===== src/hw/rtl/bucketed_key_lookup_table_top_assert.svh =====
// Assertion macros for the lookup table; each checks on the rising clock edge
// and is disabled while reset is high.
`ifndef BUCKETED_KEY_LOOKUP_TABLE_TOP_ASSERT_SVH
`define BUCKETED_KEY_LOOKUP_TABLE_TOP_ASSERT_SVH

// Condition holds on every edge out of reset.
`define BKLT_ASSERT_ALWAYS(lbl, cond, msg) \
   lbl: assert property (@(posedge clock) disable iff (reset) (cond)) else $error(msg);

// Consequent holds in the same cycle as the antecedent.
`define BKLT_ASSERT_IMPLIES(lbl, ante, cons, msg) \
   lbl: assert property (@(posedge clock) disable iff (reset) (ante) |-> (cons)) \
      else $error(msg);

// Consequent holds in the cycle after the antecedent.
`define BKLT_ASSERT_NEXT(lbl, ante, cons, msg) \
   lbl: assert property (@(posedge clock) disable iff (reset) (ante) |=> (cons)) \
      else $error(msg);

`endif


===== src/hw/rtl/bklt_pkg.sv =====
`timescale 1ns / 1ps

package bklt_pkg;

   localparam int ENTRIES     = 32;
   localparam int BUCKETS     = 32;   // power of two: bucket is a bit field of the key
   localparam int KEY_BITS    = 48;
   localparam int VALUE_BITS  = 48;
   localparam int INDEX_BITS  = 8;
   localparam int HASH_SHIFT  = 8;
   localparam int MAX_INDEX   = 31;
   localparam int INDEX_SHIFT = 3;

   localparam int SLOT_W   = $clog2(MAX_INDEX + 1);
   localparam int ADDR_W   = (ENTRIES > 1) ? $clog2(ENTRIES) : 1;
   localparam int BUCKET_W = $clog2(BUCKETS);
   localparam int CNT_W    = $clog2(ENTRIES + 1);

   typedef logic [CNT_W-1:0]      cnt_type;
   typedef logic [ADDR_W-1:0]     addr_type;
   typedef logic [BUCKET_W-1:0]   bucket_type;
   typedef logic [KEY_BITS-1:0]   key_type;
   typedef logic [VALUE_BITS-1:0] value_type;
   typedef logic [INDEX_BITS-1:0] index_type;

   localparam cnt_type CNT_ONE  = cnt_type'(1);
   localparam cnt_type CNT_FULL = cnt_type'(ENTRIES);

   typedef enum logic [1:0] {
      FUNC_CLEAR  = 2'd0,
      FUNC_LOAD   = 2'd1,
      FUNC_LOOKUP = 2'd2
   } func_type;

   typedef enum logic [1:0] {
      ST_OK    = 2'd0,
      ST_MISS  = 2'd1,
      ST_FULL  = 2'd2,
      ST_RANGE = 2'd3
   } status_type;

   typedef struct packed {
      key_type           key;
      value_type         value;
      logic [SLOT_W-1:0] slot;
   } entry_type;

   localparam int ENTRY_W = $bits(entry_type);

   function automatic bucket_type bucket_of(input key_type k);
      return k[HASH_SHIFT +: BUCKET_W];
   endfunction

endpackage


===== src/hw/rtl/bklt_ram.sv =====
`timescale 1ns / 1ps

module bklt_ram #(
   parameter int WIDTH = 8,
   parameter int DEPTH = 32
) (
   input  logic                                         clock,
   input  logic                                         wr_en,
   input  logic [((DEPTH > 1) ? $clog2(DEPTH) : 1)-1:0] wr_addr,
   input  logic [WIDTH-1:0]                             wr_data,
   input  logic                                         rd_en,
   input  logic [((DEPTH > 1) ? $clog2(DEPTH) : 1)-1:0] rd_addr,
   output logic [WIDTH-1:0]                             rd_data
);

   logic [WIDTH-1:0] mem_ff [DEPTH];
   logic [WIDTH-1:0] rd_data_ff;

   always_ff @(posedge clock) begin
      if (wr_en) begin
         mem_ff[wr_addr] <= wr_data;
      end
      if (rd_en) begin
         rd_data_ff <= mem_ff[rd_addr];
      end
   end

   assign rd_data = rd_data_ff;

endmodule


===== src/hw/rtl/bucketed_key_lookup_table_top.sv =====
`timescale 1ns / 1ps
`include "bucketed_key_lookup_table_top_assert.svh"

// Channel   Dir  tdata (low bit up)                     tuser (low bit up)
// req_      in   key[47:0] value[95:48] index[103:96]   func[1:0]
// rsp_      out  found_value[47:0] index_code[55:48]    hit[0] status[2:1]
//
// Clear and load go from accept straight to the pending result (S_DONE) and
// then accept again. Lookup first reads n entries from the entry RAM: the
// scan runs newest-first, one RAM read a cycle, and stops at the first key
// match or once every entry of the key's bucket is seen (n <= 32, 0 for an
// empty bucket). Reset clears entry count and bucket counters.
// One item is in work at a time; a finished result waits in a pending stage
// behind the output register, so a stalled rsp_ side holds up to two items.

module bucketed_key_lookup_table_top (
   input  logic          clock,
   input  logic          reset,
   input  logic          req_tvalid,
   output logic          req_tready,
   input  logic [103:0]  req_tdata,   // key[47:0], value[95:48], index[103:96]
   input  logic [1:0]    req_tuser,   // func[1:0]
   output logic          rsp_tvalid,
   input  logic          rsp_tready,
   output logic [55:0]   rsp_tdata,   // found_value[47:0], index_code[55:48]
   output logic [2:0]    rsp_tuser    // hit[0], status[2:1]
);

   typedef enum logic [1:0] {
      S_IDLE,
      S_SCAN,
      S_DONE
   } state_type;

   // control state
   state_type                      state_ff, state_in;
   bklt_pkg::cnt_type              entry_count_ff, entry_count_in;
   bklt_pkg::cnt_type              bucket_count_ff [bklt_pkg::BUCKETS];
   bklt_pkg::cnt_type              remain_ff, remain_in;
   bklt_pkg::addr_type             ptr_ff, ptr_in;
   bklt_pkg::key_type              key_ff, key_in;
   logic                           out_valid_ff, out_valid_in;

   // pending result and output register payload
   logic                           res_hit_ff, res_hit_in;
   bklt_pkg::value_type            res_value_ff, res_value_in;
   bklt_pkg::index_type            res_code_ff, res_code_in;
   bklt_pkg::status_type           res_status_ff, res_status_in;
   logic                           out_hit_ff, out_hit_in;
   bklt_pkg::value_type            out_value_ff, out_value_in;
   bklt_pkg::index_type            out_code_ff, out_code_in;
   bklt_pkg::status_type           out_status_ff, out_status_in;

   // item fields
   logic                           req_acc;
   bklt_pkg::func_type             in_func;
   bklt_pkg::key_type              in_key;
   bklt_pkg::value_type            in_value;
   bklt_pkg::index_type            in_index;
   bklt_pkg::bucket_type           in_bucket;
   logic                           load_ok;
   logic                           bump_bucket;
   logic                           clear_buckets;

   // entry RAM
   logic                           ram_wr_en;
   bklt_pkg::entry_type            ram_wr_data;
   logic                           ram_rd_en;
   bklt_pkg::addr_type             ram_rd_addr;
   logic [bklt_pkg::ENTRY_W-1:0]   ram_rd_raw;
   bklt_pkg::entry_type            rd_entry;
   bklt_pkg::cnt_type              remain_dec;
   bklt_pkg::cnt_type              count_m1;
   logic                           out_free;

   assign req_tready = (state_ff == S_IDLE);
   assign req_acc    = req_tvalid && req_tready;
   assign in_func    = bklt_pkg::func_type'(req_tuser[1:0]);
   assign in_key     = req_tdata[47:0];
   assign in_value   = req_tdata[95:48];
   assign in_index   = req_tdata[103:96];
   assign in_bucket  = bklt_pkg::bucket_of(in_key);
   assign load_ok    = (in_index <= bklt_pkg::index_type'(bklt_pkg::MAX_INDEX)) &&
                       (entry_count_ff < bklt_pkg::CNT_FULL);
   assign count_m1   = entry_count_ff - bklt_pkg::CNT_ONE;
   assign rd_entry   = bklt_pkg::entry_type'(ram_rd_raw);
   assign out_free   = !out_valid_ff || rsp_tready;

   // new entries go to the slot at the current fill count
   assign ram_wr_data.key   = in_key;
   assign ram_wr_data.value = in_value;
   assign ram_wr_data.slot  = in_index[bklt_pkg::SLOT_W-1:0];

   bklt_ram #(
      .WIDTH (bklt_pkg::ENTRY_W),
      .DEPTH (bklt_pkg::ENTRIES)
   ) u_entry_ram (
      .clock   (clock),
      .wr_en   (ram_wr_en),
      .wr_addr (entry_count_ff[bklt_pkg::ADDR_W-1:0]),
      .wr_data (ram_wr_data),
      .rd_en   (ram_rd_en),
      .rd_addr (ram_rd_addr),
      .rd_data (ram_rd_raw)
   );

   always_comb begin
      state_in       = state_ff;
      entry_count_in = entry_count_ff;
      remain_in      = remain_ff;
      ptr_in         = ptr_ff;
      key_in         = key_ff;
      res_hit_in     = res_hit_ff;
      res_value_in   = res_value_ff;
      res_code_in    = res_code_ff;
      res_status_in  = res_status_ff;
      out_valid_in   = out_valid_ff && !rsp_tready;
      out_hit_in     = out_hit_ff;
      out_value_in   = out_value_ff;
      out_code_in    = out_code_ff;
      out_status_in  = out_status_ff;
      ram_wr_en      = 1'b0;
      ram_rd_en      = 1'b0;
      ram_rd_addr    = ptr_ff - bklt_pkg::addr_type'(1);
      bump_bucket    = 1'b0;
      clear_buckets  = 1'b0;
      remain_dec     = remain_ff;

      case (state_ff)
         S_IDLE: begin
            if (req_acc) begin
               // default result: all zero, status ok
               res_hit_in    = 1'b0;
               res_value_in  = '0;
               res_code_in   = '0;
               res_status_in = bklt_pkg::ST_OK;
               key_in        = in_key;
               state_in      = S_DONE;
               case (in_func)
                  bklt_pkg::FUNC_CLEAR: begin
                     entry_count_in = '0;
                     clear_buckets  = 1'b1;
                  end
                  bklt_pkg::FUNC_LOAD: begin
                     if (in_index > bklt_pkg::index_type'(bklt_pkg::MAX_INDEX)) begin
                        res_status_in = bklt_pkg::ST_RANGE;
                     end else if (!load_ok) begin
                        res_status_in = bklt_pkg::ST_FULL;
                     end else begin
                        ram_wr_en      = 1'b1;
                        bump_bucket    = 1'b1;
                        entry_count_in = entry_count_ff + bklt_pkg::CNT_ONE;
                     end
                  end
                  bklt_pkg::FUNC_LOOKUP: begin
                     res_status_in = bklt_pkg::ST_MISS;
                     // empty bucket: answer miss without touching the RAM
                     if (bucket_count_ff[in_bucket] != '0) begin
                        remain_in   = bucket_count_ff[in_bucket];
                        ptr_in      = count_m1[bklt_pkg::ADDR_W-1:0];
                        ram_rd_en   = 1'b1;
                        ram_rd_addr = count_m1[bklt_pkg::ADDR_W-1:0];
                        state_in    = S_SCAN;
                     end
                  end
                  default: begin
                  end
               endcase
            end
         end
         S_SCAN: begin
            // RAM output holds the entry at ptr_ff
            if (rd_entry.key == key_ff) begin
               res_hit_in    = 1'b1;
               res_value_in  = rd_entry.value;
               res_code_in   = bklt_pkg::index_type'(rd_entry.slot) << bklt_pkg::INDEX_SHIFT;
               res_status_in = bklt_pkg::ST_OK;
               state_in      = S_DONE;
            end else begin
               if (bklt_pkg::bucket_of(rd_entry.key) == bklt_pkg::bucket_of(key_ff)) begin
                  remain_dec = remain_ff - bklt_pkg::CNT_ONE;
               end
               remain_in = remain_dec;
               // stop once every entry of this bucket has been seen
               if (remain_dec == '0 || ptr_ff == '0) begin
                  state_in = S_DONE;
               end else begin
                  ram_rd_en = 1'b1;
                  ptr_in    = ptr_ff - bklt_pkg::addr_type'(1);
               end
            end
         end
         S_DONE: begin
            // advance the pending result once the output register frees up
            if (out_free) begin
               out_valid_in  = 1'b1;
               out_hit_in    = res_hit_ff;
               out_value_in  = res_value_ff;
               out_code_in   = res_code_ff;
               out_status_in = res_status_ff;
               state_in      = S_IDLE;
            end
         end
         default: begin
            state_in = S_IDLE;
         end
      endcase
   end

   always_ff @(posedge clock) begin
      if (reset) begin
         state_ff       <= S_IDLE;
         entry_count_ff <= '0;
         remain_ff      <= '0;
         ptr_ff         <= '0;
         out_valid_ff   <= 1'b0;
         for (int b = 0; b < bklt_pkg::BUCKETS; b++) begin
            bucket_count_ff[b] <= '0;
         end
      end else begin
         state_ff       <= state_in;
         entry_count_ff <= entry_count_in;
         remain_ff      <= remain_in;
         ptr_ff         <= ptr_in;
         out_valid_ff   <= out_valid_in;
         for (int b = 0; b < bklt_pkg::BUCKETS; b++) begin
            if (clear_buckets) begin
               bucket_count_ff[b] <= '0;
            end else if (bump_bucket && (in_bucket == bklt_pkg::bucket_type'(b))) begin
               bucket_count_ff[b] <= bucket_count_ff[b] + bklt_pkg::CNT_ONE;
            end
         end
      end
      key_ff        <= key_in;
      res_hit_ff    <= res_hit_in;
      res_value_ff  <= res_value_in;
      res_code_ff   <= res_code_in;
      res_status_ff <= res_status_in;
      out_hit_ff    <= out_hit_in;
      out_value_ff  <= out_value_in;
      out_code_ff   <= out_code_in;
      out_status_ff <= out_status_in;
   end

   assign rsp_tvalid = out_valid_ff;
   assign rsp_tdata  = {out_code_ff, out_value_ff};
   assign rsp_tuser  = {out_status_ff, out_hit_ff};

   `BKLT_ASSERT_ALWAYS(a_count_bound, entry_count_ff <= bklt_pkg::CNT_FULL, "entry count overflow")
   `BKLT_ASSERT_IMPLIES(a_scan_live, state_ff == S_SCAN, (remain_ff != '0) && (bklt_pkg::cnt_type'(ptr_ff) < entry_count_ff), "scan past valid entries")
   `BKLT_ASSERT_IMPLIES(a_hit_ok, out_valid_ff && out_hit_ff, out_status_ff == bklt_pkg::ST_OK, "hit without ok status")
   `BKLT_ASSERT_NEXT(a_load_count, req_acc && in_func == bklt_pkg::FUNC_LOAD && load_ok, entry_count_ff == $past(entry_count_ff) + bklt_pkg::CNT_ONE, "load did not advance count")

endmodule


===== config.mk =====
export PLATFORM = sky130hd
export DESIGN_NAME = bucketed_key_lookup_table_top
export DESIGN_NICKNAME = d
export VERILOG_FILES = /design/src/hw/rtl/bklt_pkg.sv /design/src/hw/rtl/bklt_ram.sv /design/src/hw/rtl/bucketed_key_lookup_table_top.sv
export VERILOG_INCLUDE_DIRS = /design/src /design/src/hw/rtl
export SDC_FILE = /design/constraint.sdc
export NUM_CORES = 2
export LEC_CHECK = 0
export BUFFER_PORTS_ARGS = -buffer_cell sky130_fd_sc_hd__buf_2
export CORE_AREA = 2 2 539 541
export DETAILED_ROUTE_END_ITERATION = 10
export DIE_AREA = 0 0 541 543
export GPL_ROUTABILITY_DRIVEN = 0
export HOLD_SLACK_MARGIN = 0.02
export PLACE_DENSITY = 0.65
export SLEW_MARGIN = 20
export SYNTH_ARGS = -nofsm -noshare
export SYNTH_HDL_FRONTEND = slang
export SYNTH_HIERARCHICAL = 1
export SYNTH_SLANG_ARGS = --single-unit

===== constraint.sdc =====
create_clock -name clock -period 19.8 [get_ports clock]
set_input_delay 2.97 -clock clock [delete_from_list [all_inputs] [get_ports clock]]
set_output_delay 2.97 -clock clock [all_outputs]
set_load 0.005 [all_outputs]

==> flow_summary_export.csv <==
group,metric,value,unit
route,ant_nets,0,
timing,slew_headroom,0.187,
place,dp_hpwl,192,mm
yosys,synthCells,7240,
floorplanning,fp.dieW,541,um
yosys,yosys_register_bits,3705,
yosys,synth_area_per_cell,19.8,sq um
setup_path,cp_max_fo,97,
route,routedWlPerCell,32.9,um
clock_network,cts_buffer_depth,4,
floorplanning,pin_count,171,
clock_network,worstSkewPairLatency,0.96,ns
layout,drive_gt1_frac,0.181,
floorplanning,fp-row-count,197,
floorplanning,core_area,287000,sq um
setup_path,arrival,11.51,ns
clock_network,cts_htree_levels,5,
grt,grt_pass1_vias,72700,
clock_network,cts_root_buf,"clkbuf_16",
yosys,ys_seq_area_frac,0.774,
floorplanning,die_area,294000,sq um
floorplanning,die_height,543,um
timing,fmax,92.3,MHz
layout,nets,7723,
grt,antenna_found_initial,44,
yosys,synthFlopType,"edfxtp_1",
route,totalWireLength,384,mm
grt,grt_pass1_wl,541,mm
setup_path,crit_type,"in2reg",
place,io_buffers,167,
yosys,netlist-cell-type-count,57,
route,initialDrtViolationCount,9556,
timing,slew_violations,0,
timing,rsz0062_at_grt,"no",
timing,setup_viol,0,
hold_path,hold_path_class,"reg2reg",
setup_path,crit_required,20.47,ns
route,via_count,74800,
yosys,synth_area,143000,sq um
clock_network,cts-resized-gates,0,
pwr,power.density,108,nW/um^2
yosys,synth_edf_count,3685,
job,maxCapViolCount,0,
clock_network,clkSlewWorstSetupHoldPaths,0.06,ns
layout,area_growth,12.7,%
pwr,p_leak,55.8,nW
clock_network,numCtsBuffers,373,
floorplanning,start_util,0.499,
grt,overflow,0,
grt,grt.total_usage,0.259,
route,drc_errors,0,
timing,hold_viol,0,
run_status,run_status,"finished, final reports clean",
clock_network,cts_tree,"built",
setup_path,crit_path_start_kind,"input port",
grt,grt_max_degree,130,
timing,skew,0.0808,ns
clock_network,cts_hold_buf,0,
yosys,yosys_warnings,6,
route,first_pass_iters,5,
timing,fin_setup_tns,0,ns
setup_path,crit_path_end_kind,"flip-flop",
layout,n_fill_cell,21200,
layout,final_util,0.562,
pwr,vdd_drop_max,0.0798,mV
pwr,p_total,0.0175,W
timing,timing.final.crit_share,0.547,
yosys,synthArstFlopShare,0,
route,viasPerCell,6.41,
timing,period_needed,10.84,ns
timing,tightest_slew,1.22,ns
clock_network,post_cts_buffers,0,
clock_network,cts.sinks,3705,
==> placed cells by master (no fill, tap or decap), types with 112 or more instances in the layout <==
cell / instances
buf_2: 166
buf_4: 149
mux2i_1: 814
clkbuf_16: 379
edfxtp_1: 3685
nand3_1: 261
xnor2_1: 115
mux4_2: 448
a22oi_1: 526
nand2_1: 112
nor2_1: 210
==> report_power, final <==
group          switching (W)  internal, W
Clock                0.00300      0.00415
Sequential         0.0000449      0.00872
Combinational       0.000992     0.000539
==> logic make-up after synthesis <==
family / after synthesis / synth area share
muxes: 1275 / 0.128
and+or+nand+nor: 893 / 0.0304
xor gates and xnor gates: 187 / 0.0114
adders and majority gates: 40 / 0.00349
DFF: 3705 / 0.774
buffers and inverters: 398 / 0.0138
AOI/OAI and AO/OA: 741 / 0.0385
other: 1 / 0.0000261
==> cells in the mapped netlist, drive strengths merged, types with 9 or more instances <==
cell,n,area [sq um]
dfxtp,20,400
xnor2,115,1010
ha,40,500
xor2,72,631
nor3,20,105
nand3,261,1310
clkbuf,162,608
mux4,448,10100
a31oi,59,384
and2,67,419
nor2b,21,131
inv,17,63.8
mux2i,816,8170
o21ai,10,50.1
edfxtp,3685,111000
and3,64,400
nand2b,9,56.3
a22oi,526,3950
buf,219,1310
nand2,112,420
nor2,253,955
a22o,61,534
a21oi,34,170
nand4,57,357
mux2,11,124
==> per-layer routing <==
layer	vias up	wire length [um]	GRT usage
met5	-	93	0
met4	14	10400	0.0717
met3	645	38100	0.0452
met2	4106	182000	0.412
met1	39600	154000	0.369
li1	30400	-	-
==> path summary, 6_finish.rpt <==
kind                     startpoint                       to  slack (ns)  cells after the start
max                    req_tdata[9]  u_entry_ram/rd_data[41]        8.96                     17
min                      res_hit_ff               out_hit_ff        0.41                      0
max reg2reg  bucket_count_ff[26][2]  u_entry_ram/rd_data[41]       11.74                     15
min reg2reg              res_hit_ff               out_hit_ff        0.41                      0
==> final cells by class <==
type	instances	area, sq um	share of cell area
Multi-Input combinational cell	3139	30900	0.191
Clock inverter	233	2630	0.0163
Tap cell	3781	4730	0.0293
Inverter	17	66.3	0.000410
Antenna cell	16	40.0	0.000248
Sequential cell	3705	111000	0.687
Timing Repair Buffer	337	2390	0.0148
Clock buffer	452	9800	0.0606
==> sequential cells by signal, summed over array words and instances (netlist names) <==
name	count
bucket_count_ff	192
entry_count_ff	6
key_ff	48
out_code_ff	5
out_hit_ff	1
out_status_ff	2
out_value_ff	48
ptr_ff	5
remain_ff	6
res_code_ff	5
res_hit_ff	1
res_status_ff	2
res_value_ff	48
rsp_tvalid	1
state_ff	2
u_entry_ram/mem_ff	3232
u_entry_ram/rd_data	101
==> critical path: stages <==
cell,delay [ns]
buf_4,0.39
buf_4,0.71
mux4_2,0.59
a22o_1,0.24
a211oi_1,0.35
a31o_2,0.19
nand4_1,0.12
o311a_1,0.62
mux2i_4,0.41
buf_12,0.60
buf_4,0.85
buf_4,0.73
buf_4,0.74
buf_4,0.81
mux4_2,0.60
a22oi_1,0.24
nand4_1,0.12
==> per-stage QoR <==
| stage | cells | area [sq um] | worst slack [ns] | hold slack [ns] |
|---|---|---|---|---|
| 2_1_floorplan | 7242 | 143000 | 10.52 | 0.400 |
| 5_1_grt | 11700 | 162000 | 8.39 | 0.420 |
| 6_report | 11700 | 162000 | 8.96 | 0.413 |
| 3_3_place_gp | 11000 | 149000 | 8.04 | 0.402 |
| 3_5_place_dp | 11000 | 149000 | 7.96 | 0.405 |
| 4_1_cts | 11700 | 162000 | 8.97 | 0.407 |
Power figures use the tool's default switching activity.
